File: config.mk
export PLATFORM = sky130hd
export DESIGN_NAME = isvr_cordic
export DESIGN_NICKNAME = d
export VERILOG_FILES = /design/src/sv/isvr_pkg.sv /design/src/sv/isvr_cordic.sv
export SDC_FILE = /design/constraint.sdc
export NUM_CORES = 1
export LEC_CHECK = 0
export ABC_AREA = 1
export BUFFER_PORTS_ARGS = -buffer_cell sky130_fd_sc_hd__clkbuf_2
export CORE_UTILIZATION = 40
export CTS_CLUSTER_SIZE = 25
export DETAILED_ROUTE_END_ITERATION = 6
export SYNTH_ARGS = -nofsm -noshare
export SYNTH_HDL_FRONTEND = slang
export SYNTH_SLANG_ARGS = --single-unit
File: constraint.sdc
create_clock -name clk_i -period 5.3 [get_ports clk_i]
set_input_delay 0.795 -clock clk_i [delete_from_list [all_inputs] [get_ports clk_i]]
set_output_delay 0.795 -clock clk_i [all_outputs]
set_load 0.01 [all_outputs]
File: src/sv/isvr_pkg.sv
// shared types, constants and tables of the simpson velocity rotator
package isvr_pkg;

  localparam int SAMPLE_WIDTH_DEF = 16;
  localparam int CORDIC_ITER_DEF  = 16;

  localparam int ATAN_DEPTH = 24;
  localparam int ATAN_IDX_W = $clog2(ATAN_DEPTH);
  localparam int ANG_W      = 34;
  localparam int TRIG_W     = 18;
  localparam int MAT_W      = 19;
  localparam int VEL_W      = 32;

  localparam logic [15:0] SCALE_RST = 16'd6799;
  localparam logic [6:0]  WIN_RST   = 7'd8;

  localparam logic signed [ANG_W-1:0] ANGLE_PI      = 34'sd3373259426;
  localparam logic signed [ANG_W-1:0] ANGLE_HALF_PI = 34'sd1686629713;
  localparam logic signed [ANG_W-1:0] CORDIC_GAIN   = 34'sd652032874;

  localparam logic [1:0] FUNC_TICK   = 2'd0;
  localparam logic [1:0] FUNC_CLOSE  = 2'd1;
  localparam logic [1:0] FUNC_REPORT = 2'd2;
  localparam logic [1:0] FUNC_NONE   = 2'd3;

  localparam logic [0:0] REG_SCALE = 1'b0;
  localparam logic [0:0] REG_WIN   = 1'b1;

  typedef struct packed {
    logic signed [TRIG_W-1:0] s;
    logic signed [TRIG_W-1:0] c;
  } trig_t;

  typedef struct packed {
    logic signed [VEL_W-1:0] x;
    logic signed [VEL_W-1:0] y;
    logic signed [VEL_W-1:0] z;
    logic        [31:0]      speed;
  } result_t;

  typedef enum logic [2:0] {
    ST_IDLE,
    ST_TRIG,
    ST_MAT,
    ST_ROT,
    ST_SQR,
    ST_ROOT,
    ST_DONE
  } seq_state_e;

  function automatic logic signed [ANG_W-1:0] atan_q30(input logic [ATAN_IDX_W-1:0] idx);
    logic signed [ANG_W-1:0] v;
    unique case (idx)
      5'd0:    v = 34'sh03243F6A8;
      5'd1:    v = 34'sh01DAC6705;
      5'd2:    v = 34'sh00FADBAFC;
      5'd3:    v = 34'sh007F56EA6;
      5'd4:    v = 34'sh003FEAB76;
      5'd5:    v = 34'sh001FFD55B;
      5'd6:    v = 34'sh000FFFAAA;
      5'd7:    v = 34'sh0007FFF55;
      5'd8:    v = 34'sh0003FFFEA;
      5'd9:    v = 34'sh0001FFFFD;
      5'd10:   v = 34'sh0000FFFFF;
      5'd11:   v = 34'sh00007FFFF;
      5'd12:   v = 34'sh00003FFFF;
      5'd13:   v = 34'sh00001FFFF;
      5'd14:   v = 34'sh00000FFFF;
      5'd15:   v = 34'sh000007FFF;
      5'd16:   v = 34'sh000003FFF;
      5'd17:   v = 34'sh000001FFF;
      5'd18:   v = 34'sh000000FFF;
      5'd19:   v = 34'sh0000007FF;
      5'd20:   v = 34'sh0000003FF;
      5'd21:   v = 34'sh0000001FF;
      5'd22:   v = 34'sh0000000FF;
      5'd23:   v = 34'sh00000007F;
      default: v = '0;
    endcase
    return v;
  endfunction

endpackage

File: src/sv/isvr_cordic.sv
// one cordic lane: iterative sine and cosine of a q3.13 angle
module isvr_cordic
  import isvr_pkg::*;
#(
  parameter int ITER = CORDIC_ITER_DEF
) (
  input  logic               clk_i,
  input  logic               rst_ni,
  input  logic               start_i,
  input  logic signed [15:0] angle_i,
  output trig_t              trig_o,
  output logic               busy_o
);

  localparam logic [ATAN_IDX_W-1:0] LAST = ATAN_IDX_W'(ITER - 1);

  logic signed [ANG_W-1:0] x_q, y_q, z_q;
  logic signed [ANG_W-1:0] x_d, y_d, z_d;
  logic signed [ANG_W-1:0] z_in, z0;
  logic signed [ANG_W-1:0] xs, ys, at, xf, yf;
  logic signed [ANG_W:0]   xr, yr;
  logic                    flip_q, flip0;
  logic [ATAN_IDX_W-1:0]   i_q;
  logic                    busy_q;

  always_comb begin
    z_in  = ANG_W'(angle_i) <<< 17;
    z0    = z_in;
    flip0 = 1'b0;
    if (z_in > ANGLE_HALF_PI) begin
      z0    = z_in - ANGLE_PI;
      flip0 = 1'b1;
    end else if (z_in < -ANGLE_HALF_PI) begin
      z0    = z_in + ANGLE_PI;
      flip0 = 1'b1;
    end
  end

  always_comb begin
    xs = x_q >>> i_q;
    ys = y_q >>> i_q;
    at = atan_q30(i_q);
    if (z_q >= 0) begin
      x_d = x_q - ys;
      y_d = y_q + xs;
      z_d = z_q - at;
    end else begin
      x_d = x_q + ys;
      y_d = y_q - xs;
      z_d = z_q + at;
    end
  end

  always_ff @(posedge clk_i or negedge rst_ni) begin
    if (!rst_ni) begin
      busy_q <= 1'b0;
      i_q    <= '0;
    end else if (start_i) begin
      busy_q <= 1'b1;
      i_q    <= '0;
    end else if (busy_q) begin
      i_q <= i_q + 1'b1;
      if (i_q == LAST) begin
        busy_q <= 1'b0;
      end
    end
  end

  always_ff @(posedge clk_i) begin
    if (start_i) begin
      x_q    <= CORDIC_GAIN;
      y_q    <= '0;
      z_q    <= z0;
      flip_q <= flip0;
    end else if (busy_q) begin
      x_q <= x_d;
      y_q <= y_d;
      z_q <= z_d;
    end
  end

  always_comb begin
    xf = flip_q ? -x_q : x_q;
    yf = flip_q ? -y_q : y_q;
    xr = ((ANG_W+1)'(xf) + (ANG_W+1)'(1 << 14)) >>> 15;
    yr = ((ANG_W+1)'(yf) + (ANG_W+1)'(1 << 14)) >>> 15;
    trig_o.c = TRIG_W'(xr);
    trig_o.s = TRIG_W'(yr);
  end

  assign busy_o = busy_q;

endmodule

# Word level (Yosys, flattened, before mapping)
# Memory sizes are Yosys's and may differ from the RTL's.
# Index checks and enable logic that the tools add are counted.
# Widths: inputs -> output; s select.
# totals
reg_bits	109
mem_bits_ro	960
input_bits	19
wordCells	42
mem_count	1
# op_classes
addsub	13
order_cmp	3
n_eq_ne	1
shift	2
n_mux	15
n_reduce_logical	1
# memory_table
memory	depth	word_bits	read_ports	rd_clocked_by_memory_dff	wr	line	text
(name not given)	32	30	1	0	0	isvr_pkg.sv:53	unique case (idx)
# ops
cell	n
$mux 34	7
$add 34x34->34	3
$sub 34x34->34	3
$sshr 34x5->34	2
$add 33x16->33 const B	2
$mux 33	2
$neg 33->33	2
$add 33x33->34 const B	1
$ge 34x1->1 const B	1
$sub 33x33->34 const B	1
$gt 33x32->1 const B	1
$lt 33x32->1 const B	1
$mux 5	2
$add 5x1->5 const B	1
$eq 5x4->1 const B	1
$mux 1	4
$reduce_bool 2->1	1

# Depth between registers and ports, before layout
# Gate-level depths: netlist of run 1.
# An unclocked memory read counts as a cell.
# depth
depth_word	5
mapped_depth	40
ltp_nobuf	39

# Worst setup path before layout of run 1
# OpenSTA, ideal clock, no wires.
# synth_path
path_kind	reg2reg
start	reg i_q[2]
end	reg z_q[19] (data pin)
setup_time_ns	0.256
arrival_ns	4.040
slack_ns	1.004
path_stages_with_launch	27
cell_sequence	dfrtp_1 > inv_2 > clkbuf_1 > clkbuf_1 > a21oi_1 > o21ai_0 > nand2_1 > inv_1 > ha_1 > inv_1 > nor3_1 > nor2_1 > xnor2_1 > inv_1 > ha_1 > a21o_1 > a21oi_1 > nor2_1 > nor2_1 > o21ai_1 > nand2_1 > nand2_1 > a21boi_0 > o21ai_0 > or2_2 > nand3_1 > nand2_1
# synth_between
elab_chain_len	5
elab_cells_between_ends	6
# synth_rtl
element	line	text
start: declaration	isvr_cordic.sv:23	logic [ATAN_IDX_W-1:0] i_q;
start signal: assignment	isvr_cordic.sv:62	i_q <= i_q + 1'b1;
$mem_v2 32x30 (*)	--	
$add 34x34->34 or $sub 34x34->34 (tied branches)	isvr_cordic.sv:50, isvr_cordic.sv:46	
$mux 34 (*)	isvr_cordic.sv:43	if (z_q >= 0) begin
$mux 34 (*)	isvr_cordic.sv:75	end else if (busy_q) begin
$mux 34 (*)	isvr_cordic.sv:70	if (start_i) begin
end signal: assignment	isvr_cordic.sv:73	z_q <= z0;
end signal: assignment	isvr_cordic.sv:78	z_q <= z_d;
end: declaration	isvr_cordic.sv:17	logic signed [ANG_W-1:0] x_q, y_q, z_q;
# Every way passes the cells marked *; elsewhere a longest branch is shown, timed or not. The select of a mux whose other input is x is not followed.
# A chain may end at the register's enable or synchronous reset.

# Worst setup path after layout of run 1
# layout_path
start	reg i_q[1]
end	reg y_q[33]
# layout_between
elab_chain_len	3
elab_cells_between_ends	4
# layout_rtl
element	line	text
$sshr 34x5->34 (*)	isvr_cordic.sv:40	xs = x_q >>> i_q;
$sub 34x34->34 or $add 34x34->34 (tied branches)	isvr_cordic.sv:49, isvr_cordic.sv:45	
$mux 34 (*)	isvr_cordic.sv:43	
end signal: assignment	isvr_cordic.sv:77	y_q <= y_d;
end: declaration	isvr_cordic.sv:17	
# Every way passes the cells marked *; elsewhere a longest branch is shown, timed or not.

==> tab_implementation.tex, run 1 <==
\begin{tabular}{lr}
\hline
Metric & Value \\
\hline
\multicolumn{2}{l}{\textbf{Status}} \\
Run status & completed \\
\multicolumn{2}{l}{\textbf{Routing}} \\
Post-route DRC & 0 \\
Remaining antenna violation count & 0 \\
Post-DR vias/cell & 5.59 \\
Length of the first detailed-routing pass in iterations & 6 \\
Number of DRC markers in iteration 0 & 1723 \\
Drt total wl & 66.3 mm \\
Routed WL per cell & 18.0 microns \\
Vias & 20664 \\
\multicolumn{2}{l}{\textbf{Synth}} \\
Number of synthesized flops with an enable pin & 35 \\
Register area share after synthesis & 0.145 \\
Cells after synthesis & 3091 \\
Share of the synthesized area in the top cell type & 0.190 \\
Syn Area/Cell & 5.73 sq um \\
Largest cells by area after synthesis & nand2\_1, nand3\_1, ha\_1, dfxtp\_1, nor2\_1 \\
Most frequent cell after synthesis & nand2\_1 \\
Async set-reset flop share out of synthesis & 0.0550 \\
Most numerous cell types in the synthesized netlist & nand2\_1, nand3\_1, nor2\_1 \\
Synth area leader & nand2\_1 \\
Yosys warning count & 0 \\
Number of register bits inferred by synthesis & 109 \\
Mapped Area & 0.0177 sq mm \\
Number of nets produced by synthesis & 3233 \\
Cell variety after synth & 57 \\
Most instantiated flip-flop cell in the synthesis netlist & dfxtp\_1 \\
\multicolumn{2}{l}{\textbf{Clocking}} \\
Clock tree from TritonCTS & yes \\
H-Tree Level Count & 3 \\
Clock input transition at the sequential cells of the worst setup and hold paths & 0.08 ns \\
Clock insertion delay at the later pin of the skew report & 0.41 ns \\
Sinks on Clock Net & 109 \\
CTS Root Buffer Type & clkbuf\_16 \\
Clock Path Buffers & 2 \\
Number of buffers added by the clock tree synthesis step & 9 \\
\multicolumn{2}{l}{\textbf{Power and ir drop}} \\
Worst IR drop on VDD & 0.399 mV \\
Standby leakage power & 9.52 nW \\
Share of power burned in the clock network & 0.048 \\
Sequential Power Share & 0.123 \\
P\_sw & 8.77 mW \\
Share of power burned in combinational logic & 0.828 \\
Power Dens Cells & 777 mW/mm\^{}2 \\
Cell internal pwr & 6.04 mW \\
Power, Total & 14.8 mW \\
Switching Share & 0.592 \\
\multicolumn{2}{l}{\textbf{Floorplanning}} \\
Overall die height & 213 microns \\
Number of rows created at floorplan & 76 \\
Die area & 0.0452 sq mm \\
Count of boundary I/O pins & 56 \\
Area of the placeable core & 0.0434 sq mm \\
Die X & 213 microns \\
Effective utilization at floorplan & 0.409 \\
\multicolumn{2}{l}{\textbf{Placed design}} \\
Final estimated routing congestion in global placement & 0.987 \\
Buffers on Ports & 55 \\
Detailed placer's ending HPWL & 53.1 mm \\
\multicolumn{2}{l}{\textbf{Setup path}} \\
Startpoint types & register \\
Critical R2R Launch & i\_q[1]\$\_DFFE\_PN0P\_ \\
Gate family responsible for the most delay along the worst path & simple AND/OR/NAND/NOR gates \\
Endpoint type of the worst setup path & register \\
Crit path max-delay cell type & dfrtp\_2 \\
Arrival time reported for the critical path endpoint & 5.21 ns \\
Worst Path Required & 5.60 ns \\
Largest stage delay on the critical path & 0.47 ns \\
Setup CP Type & reg -> reg \\
Total buffers and inverters traversed by the critical path & 7 \\
Critical-path maximum fanout & 36 \\
Timing startpoint of the critical path & i\_q[1]\$\_DFFE\_PN0P\_ \\
\multicolumn{2}{l}{\textbf{STA}} \\
Final hold violations & 0 \\
Finish-stage setup viols & 0 \\
Highest attainable clock frequency & 203 MHz \\
Hold WS & 0.227 ns \\
Least-Margin Pin Slew & 0.794 ns \\
Number of slew-limit violations in the final report & 0 \\
Share of the clock period used by the worst path after layout & 0.928 \\
Slew margin rel. & 0.468 \\
Clock skew after layout & 0.0205 ns \\
Final critical path time including I/O delays and setup & 4.92 ns \\
\multicolumn{2}{l}{\textbf{Job}} \\
Reported max-cap violation count & 0 \\
\multicolumn{2}{l}{\textbf{Global route}} \\
Largest net degree at the start of global routing & 78 \\
Global-route congestion overflow total & 0 \\
Overall fraction of global-route tracks in use & 0.294 \\
Number of global-route vias before repair & 19338 \\
Initial antenna violation count & 1 \\
First-pass GRT wire length & 104 mm \\
\multicolumn{2}{l}{\textbf{Final layout}} \\
Fraction of layout instances using a drive strength above 1 & 0.0647 \\
Ant. Diodes & 0 \\
Layout-stage area growth over the synthesis result & 7.48\% \\
NumNets Final & 3246 \\
\multicolumn{2}{l}{\textbf{Hold path}} \\
Path type of the worst min-delay path & in -> async \\
\hline
\end{tabular}
-- per-layer routing --
| metal | track usage | up-vias | wire [microns] |
|---|---|---|---|
| met3 | 0.0400 | 123 | 3720 |
| li1 | - | 10291 | - |
| met5 | 0 | - | 13 |
| met2 | 0.506 | 679 | 31100 |
| met1 | 0.369 | 9569 | 29000 |
| met4 | 0.117 | 2 | 2490 |
-- power by group through the flow --
stage | Combinational (mW) | Sequential, mW | Clock [mW]
CTS | 12.1 | 1.81 | 0.740
global route | 13.8 | 1.85 | 0.762
detailed placement | 12.0 | 1.83 | 0
finish | 12.3 | 1.82 | 0.718
floorplan | 9.12 | 1.60 | 0
global placement | 11.9 | 1.83 | 0
-- stage by stage --
stage / worst slack [ns] / cells / instance area, sq um / util / TNS [ns]
after floorplan: 1.00 / 3091 / 17700 / - / 0
after CTS: 0.158 / 3692 / 19000 / 0.437 / 0
after global placement: 0.182 / 3676 / 18700 / 0.431 / 0
after global routing: -0.00637 / 3694 / 19000 / 0.439 / -0.00637
final: 0.382 / 3694 / 19000 / 0.439 / 0
after detailed placement: 0.181 / 3676 / 18700 / 0.431 / 0
-- area by class of cell --
class,count,area (sq um)
fill,4887,24300
multi-input combinational,2553,13500
sequential,109,2570
inverter,322,1220
timing repair buffer,109,792
tap,585,732
clock buffer,14,268
clock inverter,2,8.76
-- worst paths after layout --
kind                       depth (start not counted)                    to  slack, ns
min                                                1    i_q[0]$_DFFE_PN0P_       0.23
min reg2reg                                        2   y_q[0]$_SDFFE_PP0P_       0.54
min in group clk_i                                 2   y_q[0]$_SDFFE_PP0P_       0.54
max                                               31  y_q[33]$_SDFFE_PP0P_       0.38
max reg2reg                                       31  y_q[33]$_SDFFE_PP0P_       0.38
max in group asynchronous                          1    i_q[2]$_DFFE_PN0P_       4.87
-- repair_timing --
| item | 4_1_cts | 5_1_grt |
|---|---|---|
| resized for setup | 0 | 24 |
| setup buffers | 0 | 2 |
| endpoints found under the setup margin | 0 | 14 |
| hold buffers | 0 | 0 |
| hold endpoints to repair | 0 | 0 |
-- cell families after synthesis --
family	after synthesis	share of synthesized area
compound gates	528	0.168
xor+xnor	179	0.0893
fa+ha+maj	123	0.0881
buf+inv	429	0.0988
flops	109	0.145
simple gates	1723	0.412
-- cell usage in the layout, fill, tap and decap left out, types with 14 or more instances in the layout --
master    instances
nor3_1           28
nand3_1         373
nand2_1         896
xnor2_1          62
o21ai_0         184
nand4_1          38
o22ai_1          28
clkbuf_2         55
o21ai_1          32
buf_4            45
ha_1            119
dfxtp_1          68
inv_1           309
a21oi_1         162
edfxtp_1         35
a31oi_1          31
o21a_1           14
xor2_1          115
nor2_1          317
nor2_2           17
-- flip-flops by register name, indices dropped and copies added (netlist names) --
name and count:
x_q 34, y_q 34, z_q 34, i_q 5
busy_o 1, flip_q 1
Power figures use the tool's default switching activity.
==> inputs of run 2 (changes only) <==
--- a/config.mk
+++ b/config.mk
@@ -7,6 +7,7 @@
 export LEC_CHECK = 0
 export ABC_AREA = 1
 export BUFFER_PORTS_ARGS = -buffer_cell sky130_fd_sc_hd__clkbuf_2
+export CORE_ASPECT_RATIO = 0.5
 export CORE_UTILIZATION = 40
 export CTS_CLUSTER_SIZE = 25
 export DETAILED_ROUTE_END_ITERATION = 6
==> tab_implementation.tex, run 2 (synthesis gave the netlist of run 1 again) <==
\begin{tabular}{lr}
\hline
Metric & Value \\
\hline
\multicolumn{2}{l}{\textbf{Power and ir drop}} \\
Sequential Power Share & 0.124 (about the same) \\
Share of power burned in the clock network & 0.053 (+0.005) \\
Standby leakage power & 9.55 nW (+0.36\%) \\
Power, Total & 15.0 mW (+1.6\%) \\
P\_sw & 8.90 mW (+1.5\%) \\
Power Dens Cells & 786 mW/mm\^{}2 (+1.2\%) \\
Cell internal pwr & 6.15 mW (+1.8\%) \\
Switching Share & 0.591 (-0.000695) \\
Share of power burned in combinational logic & 0.823 (-0.005) \\
Worst IR drop on VDD & 0.261 mV (-35\%) \\
\multicolumn{2}{l}{\textbf{Floorplanning}} \\
Overall die height & 151 microns (-29\%) \\
Effective utilization at floorplan & 0.406 (-0.00267) \\
Area of the placeable core & 0.0436 sq mm (+0.66\%) \\
Die X & 300 microns (+41\%) \\
Die area & 0.0452 sq mm (+0.12\%) \\
Count of boundary I/O pins & 56 (unchanged) \\
Number of rows created at floorplan & 54 (-29\%) \\
\multicolumn{2}{l}{\textbf{Final layout}} \\
Commonest cells after routing, fill and taps aside & nand2\_1, nand3\_1, nor2\_1 \\
NumNets Final & 3253 (+0.22\%) \\
Fraction of layout instances using a drive strength above 1 & 0.0680 (+0.00338) \\
Biggest regs & x\_q x34, y\_q x34, z\_q x34 \\
Layout-stage area growth over the synthesis result & 7.95\% \\
Ant. Diodes & 0 (unchanged) \\
Fillcell total & 4911 (+0.49\%) \\
Most common library cell in the layout ignoring fill and taps & nand2\_1 \\
Layout Utilization & 0.438 (-0.000951) \\
Final instance area & 0.0191 sq mm (+0.44\%) \\
\multicolumn{2}{l}{\textbf{STA}} \\
Highest attainable clock frequency & 202 MHz (-0.51\%) \\
Summed negative setup slack over all endpoints & 0 ns (unchanged) \\
Clock skew after layout & 0.0166 ns (-0.00387 ns) \\
Share of the clock period used by the worst path after layout & 0.933 (+0.00473) \\
Final hold violations & 0 (unchanged) \\
Slew margin rel. & 0.324 (-0.144) \\
Finish-stage setup viols & 0 (unchanged) \\
Number of slew-limit violations in the final report & 0 (unchanged) \\
Setup repair after global routing missed its margin & false \\
Least-Margin Pin Slew & 1.01 ns (+0.218 ns) \\
Final critical path time including I/O delays and setup & 4.94 ns (+0.0251 ns) \\
\multicolumn{2}{l}{\textbf{Routing}} \\
Remaining antenna violation count & 0 (unchanged) \\
Length of the first detailed-routing pass in iterations & 7 (+1) \\
Drt total wl & 66.8 mm (+0.72\%) \\
Vias & 20466 (-0.96\%) \\
Post-DR vias/cell & 5.53 (-1.2\%) \\
Number of DRC markers in iteration 0 & 2329 (+35\%) \\
Post-route DRC & 9 (+9) \\
Routed WL per cell & 18.0 microns (+0.45\%) \\
\multicolumn{2}{l}{\textbf{Global route}} \\
Initial antenna violation count & 0 (-1) \\
Overall fraction of global-route tracks in use & 0.293 (-0.00124) \\
Global-route congestion overflow total & 0 (unchanged) \\
Number of global-route vias before repair & 18361 (-5.1\%) \\
First-pass GRT wire length & 104 mm (+0.21\%) \\
Largest net degree at the start of global routing & 52 (-33\%) \\
\multicolumn{2}{l}{\textbf{Status}} \\
Failing checks & design-rule violations \\
Run status & complete, but fails checks \\
\multicolumn{2}{l}{\textbf{Hold path}} \\
Path type of the worst min-delay path & in -> async \\
\multicolumn{2}{l}{\textbf{Setup path}} \\
Total buffers and inverters traversed by the critical path & 6 (-1) \\
Worst Reg2Reg Path Length in Cells & 31 (unchanged) \\
Setup CP Type & reg -> reg \\
Cell type with the highest occurrence count on the critical path & nand2\_1 \\
Critical R2R Capture & y\_q[33]\$\_SDFFE\_PP0P\_ \\
Flop-to-flop setup slack & 0.36 ns (-0.03 ns) \\
Gate family responsible for the most delay along the worst path & simple AND/OR/NAND/NOR gates \\
Critical R2R Launch & i\_q[1]\$\_DFFE\_PN0P\_ \\
Largest stage delay on the critical path & 0.48 ns (about the same) \\
Crit path max-delay cell type & dfrtp\_2 \\
Arrival time reported for the critical path endpoint & 5.24 ns (+0.03 ns) \\
Timing startpoint of the critical path & i\_q[1]\$\_DFFE\_PN0P\_ \\
Endpoint type of the worst setup path & register \\
Worst Path Required & 5.60 ns (about the same) \\
Startpoint types & register \\
Critical-path maximum fanout & 23 (-36\%) \\
\multicolumn{2}{l}{\textbf{Placed design}} \\
Placed cell area & 0.0188 sq mm (+0.52\%) \\
Detailed placer's ending HPWL & 53.8 mm (+1.2\%) \\
Buffers on Ports & 55 (unchanged) \\
Final estimated routing congestion in global placement & 0.994 (+0.73\%) \\
\multicolumn{2}{l}{\textbf{Clocking}} \\
Clock tree from TritonCTS & yes \\
Clock Path Buffers & 2 (unchanged) \\
CTS Root Buffer Type & clkbuf\_16 \\
Clock insertion delay at the later pin of the skew report & 0.40 ns (about the same) \\
H-Tree Level Count & 3 (unchanged) \\
Sinks on Clock Net & 109 (unchanged) \\
Number of buffers added by the clock tree synthesis step & 9 (unchanged) \\
Clock input transition at the sequential cells of the worst setup and hold paths & 0.08 ns (about the same) \\
\multicolumn{2}{l}{\textbf{Job}} \\
Reported max-cap violation count & 0 (unchanged) \\
\hline
\end{tabular}
## run 2: worst max-delay path by stage
stage | endpoint | slack, ns | depth (start not counted)
after CTS | y_q[27]$_SDFFE_PP0P_ | 0.20 | 35
after detailed placement | y_q[33]$_SDFFE_PP0P_ | 0.25 | 31
final | y_q[33]$_SDFFE_PP0P_ | 0.36 | 31
after global routing | y_q[27]$_SDFFE_PP0P_ | 0.001 | 36
after global placement | y_q[27]$_SDFFE_PP0P_ | 0.29 | 35
after floorplan | z_q[19]$_DFFE_PP_ | 1.00 | 26
## run 2: final cells by class
cell class	count	area [sq um]	share of cell area
inverter	322	1220	0.0636
timing repair buffer	116	846	0.0442
clock inverter	6	85.1	0.00445
clock buffer	10	229	0.0120
sequential	109	2570	0.134
tap	588	736	0.0385
multi-input combinational	2553	13500	0.703
## run 2: stage by stage
stage / instances / setup slack (ns) / hold slack (ns)
4_1_cts: 3704 / 0.202 / 0.217
2_1_floorplan: 3091 / 1.00 / 0.478
6_report: 3704 / 0.357 / 0.233
5_1_grt: 3704 / 0.00144 / 0.227
3_3_place_gp: 3688 / 0.294 / 0.507
3_5_place_dp: 3688 / 0.250 / 0.516
## run 2: what timing repair did
action,in CTS,in global routing
hold buffers,0,0
endpoints found under the setup margin,0,19
endpoints found under the hold margin,0,0
buffers inserted,0,0
resized for setup,0,21
## run 2: routing by layer
metal,GRT usage,vias up,routed length [microns]
met2,0.447,806,27500
met1,0.431,9272,32500
met5,0,-,0
li1,-,10312,-
met3,0.0397,76,5490
met4,0.0709,0,1310
## run 2: power by group through the flow
stage,logic (mW),registers [mW],clock network [mW]
finish,12.4,1.87,0.796
global route,14.0,1.90,0.834
CTS,12.1,1.84,0.814
detailed placement,12.0,1.86,0
global placement,12.0,1.86,0
floorplan,9.12,1.60,0
==> inputs of run 3 (changes only) <==
==> constraint.sdc (replaced) <==
create_clock -name clk_i -period 6.35 [get_ports clk_i]
set_input_delay 0.9525 -clock clk_i [delete_from_list [all_inputs] [get_ports clk_i]]
set_output_delay 0.9525 -clock clk_i [all_outputs]
set_load 0.01 [all_outputs]
==> tab_implementation.tex, run 3 (synthesis gave the netlist of run 1 again) <==
\begin{tabular}{lr}
\hline
Metric & Value \\
\hline
\multicolumn{2}{l}{\textbf{STA}} \\
Hold WS & 0.383 ns (+0.149 ns) \\
Least-Margin Pin Slew & 0.890 ns (-0.122 ns) \\
Final critical path time including I/O delays and setup & 5.63 ns (+0.684 ns) \\
Finish-stage setup viols & 0 (unchanged) \\
Setup repair after global routing missed its margin & false \\
Clock skew after layout & 0.00879 ns (-0.00785 ns) \\
Final hold violations & 0 (unchanged) \\
Share of the clock period used by the worst path after layout & 0.886 (-0.0464) \\
Summed negative setup slack over all endpoints & 0 ns (unchanged) \\
Highest attainable clock frequency & 178 MHz (-12\%) \\
Number of slew-limit violations in the final report & 0 (unchanged) \\
Slew margin rel. & 0.406 (+0.0823) \\
\multicolumn{2}{l}{\textbf{Routing}} \\
Detail Route met2 WL & 26.4 mm (-3.9\%) \\
Drt total wl & 64.3 mm (-3.8\%) \\
Routed WL per cell & 17.5 microns (-2.8\%) \\
Number of DRC markers in iteration 0 & 2138 (-8.2\%) \\
Length of the first detailed-routing pass in iterations & 5 (-2) \\
Wire length the detailed router placed on met1 & 31.9 mm (-2.1\%) \\
DR top layer & met4 \\
Vias & 20403 (-0.31\%) \\
Met3 wire length & 4.73 mm (-14\%) \\
Remaining antenna violation count & 0 (unchanged) \\
Post-route DRC & 0 (-9) \\
Post-DR vias/cell & 5.56 (+0.70\%) \\
\multicolumn{2}{l}{\textbf{Status}} \\
Run status & completed \\
\multicolumn{2}{l}{\textbf{Placed design}} \\
Buffers on Ports & 55 (unchanged) \\
Detailed placer's ending HPWL & 50.6 mm (-5.9\%) \\
Final estimated routing congestion in global placement & 0.965 (-2.9\%) \\
\multicolumn{2}{l}{\textbf{Final layout}} \\
Commonest cells after routing, fill and taps aside & nand2\_1, nand3\_1, nor2\_1 \\
NumNets Final & 3216 (-1.1\%) \\
Fraction of layout instances using a drive strength above 1 & 0.0529 (-0.0151) \\
Ant. Diodes & 0 (unchanged) \\
Biggest regs & x\_q x34, y\_q x34, z\_q x34 \\
Layout-stage area growth over the synthesis result & 5.44\% \\
Most common library cell in the layout ignoring fill and taps & nand2\_1 \\
\multicolumn{2}{l}{\textbf{Global route}} \\
First-pass GRT wire length & 100 mm (-3.8\%) \\
Largest net degree at the start of global routing & 78 (+50\%) \\
Initial antenna violation count & 0 (unchanged) \\
Number of global-route vias before repair & 18030 (-1.8\%) \\
Overall fraction of global-route tracks in use & 0.280 (-0.0132) \\
Global-route congestion overflow total & 0 (unchanged) \\
\multicolumn{2}{l}{\textbf{Power and ir drop}} \\
Standby leakage power & 9.34 nW (-2.3\%) \\
Power, Total & 12.3 mW (-18\%) \\
Worst IR drop on VDD & 0.216 mV (-17\%) \\
Power Dens Cells & 660 mW/mm\^{}2 (-16\%) \\
\multicolumn{2}{l}{\textbf{Setup path}} \\
Endpoint type of the worst setup path & register \\
Arrival time reported for the critical path endpoint & 5.89 ns (+0.65 ns) \\
Startpoint types & register \\
Worst Path Required & 6.62 ns (+1.02 ns) \\
Crit path max-delay cell type & dfrtp\_2 \\
Critical-path maximum fanout & 64 (+180\%) \\
Cell type with the highest occurrence count on the critical path & nand2\_1 \\
Setup CP Type & reg -> reg \\
Largest stage delay on the critical path & 0.60 ns (+0.12 ns) \\
\multicolumn{2}{l}{\textbf{Floorplanning}} \\
Effective utilization at floorplan & 0.406 (unchanged) \\
Die area & 0.0452 sq mm (unchanged) \\
Area of the placeable core & 0.0436 sq mm (unchanged) \\
Overall die height & 151 microns (unchanged) \\
Count of boundary I/O pins & 56 (unchanged) \\
Number of rows created at floorplan & 54 (unchanged) \\
Die X & 300 microns (unchanged) \\
\multicolumn{2}{l}{\textbf{Clocking}} \\
Clock insertion delay at the later pin of the skew report & 0.40 ns (about the same) \\
Cts hold-fix bufs & 0 (unchanged) \\
H-Tree Level Count & 3 (unchanged) \\
Number of buffers added by the clock tree synthesis step & 9 (unchanged) \\
Post CTS Setup Buffer Count & 0 (unchanged) \\
Clock Path Buffers & 2 (unchanged) \\
Post-CTS sizing & 0 (unchanged) \\
Clock tree from TritonCTS & yes \\
CTS Root Buffer Type & clkbuf\_16 \\
Clock input transition at the sequential cells of the worst setup and hold paths & 0.08 ns (about the same) \\
Sinks on Clock Net & 109 (unchanged) \\
\multicolumn{2}{l}{\textbf{Hold path}} \\
Path type of the worst min-delay path & in -> async \\
\multicolumn{2}{l}{\textbf{Job}} \\
Reported max-cap violation count & 0 (unchanged) \\
\hline
\end{tabular}
==> run 3: per-layer routing <==
| layer | vias to the layer above | track usage |
|---|---|---|
| met5 | - | 0 |
| met4 | 0 | 0.0696 |
| met3 | 81 | 0.0338 |
| met2 | 743 | 0.429 |
| met1 | 9359 | 0.412 |
| li1 | 10220 | - |
==> run 3: power breakdown <==
group	internal, mW	leakage (nW)	switching [mW]
registers	1.11	1.02	0.488
logic	3.55	8.17	6.55
clock network	0.306	0.150	0.323
total	4.96	9.34	7.36
==> run 3: worst paths after layout <==
path,cells past startpoint,start,slack [ns],to
worst min register to register,2,y_q[0]$_SDFFE_PP0P_,0.53,y_q[0]$_SDFFE_PP0P_
worst min-delay path,1,rst_ni,0.38,i_q[2]$_DFFE_PN0P_
max in group asynchronous,1,rst_ni,5.78,i_q[4]$_DFFE_PN0P_
worst max-delay path,33,i_q[1]$_DFFE_PN0P_,0.72,y_q[27]$_SDFFE_PP0P_
worst max register to register,33,i_q[1]$_DFFE_PN0P_,0.72,y_q[27]$_SDFFE_PP0P_
min in group clk_i,2,y_q[0]$_SDFFE_PP0P_,0.53,y_q[0]$_SDFFE_PP0P_
==> run 3: cell type report <==
type | instances | area (sq um)
Fill cell | 4905 | 25000
Multi-Input combinational cell | 2553 | 13400
Sequential cell | 109 | 2570
Inverter | 322 | 1210
Tap cell | 588 | 736
Timing Repair Buffer | 79 | 468
Clock buffer | 9 | 225
Clock inverter | 7 | 65.1
==> run 3: worst max-delay path: cells and delay by family (launching register included) <==
kind            cells  cell delay (ns)
simple gates       18             1.97
flops               1             0.60
buf+inv             6             0.99
compound gates      6             1.24
fa+ha+maj           2             0.55
xor+xnor            1             0.16
==> run 3: per-stage QoR <==
stage                     instance area, sq um  std cells  utilization  setup slack (ns)
after detailed placement                 18400       3651        0.422             0.894
after global routing                     18700       3667        0.428            0.0285
after CTS                                18700       3667        0.428             0.849
after floorplan                          17700       3091            -              2.05
final                                    18700       3667        0.428             0.723
after global placement                   18400       3651        0.422             0.892
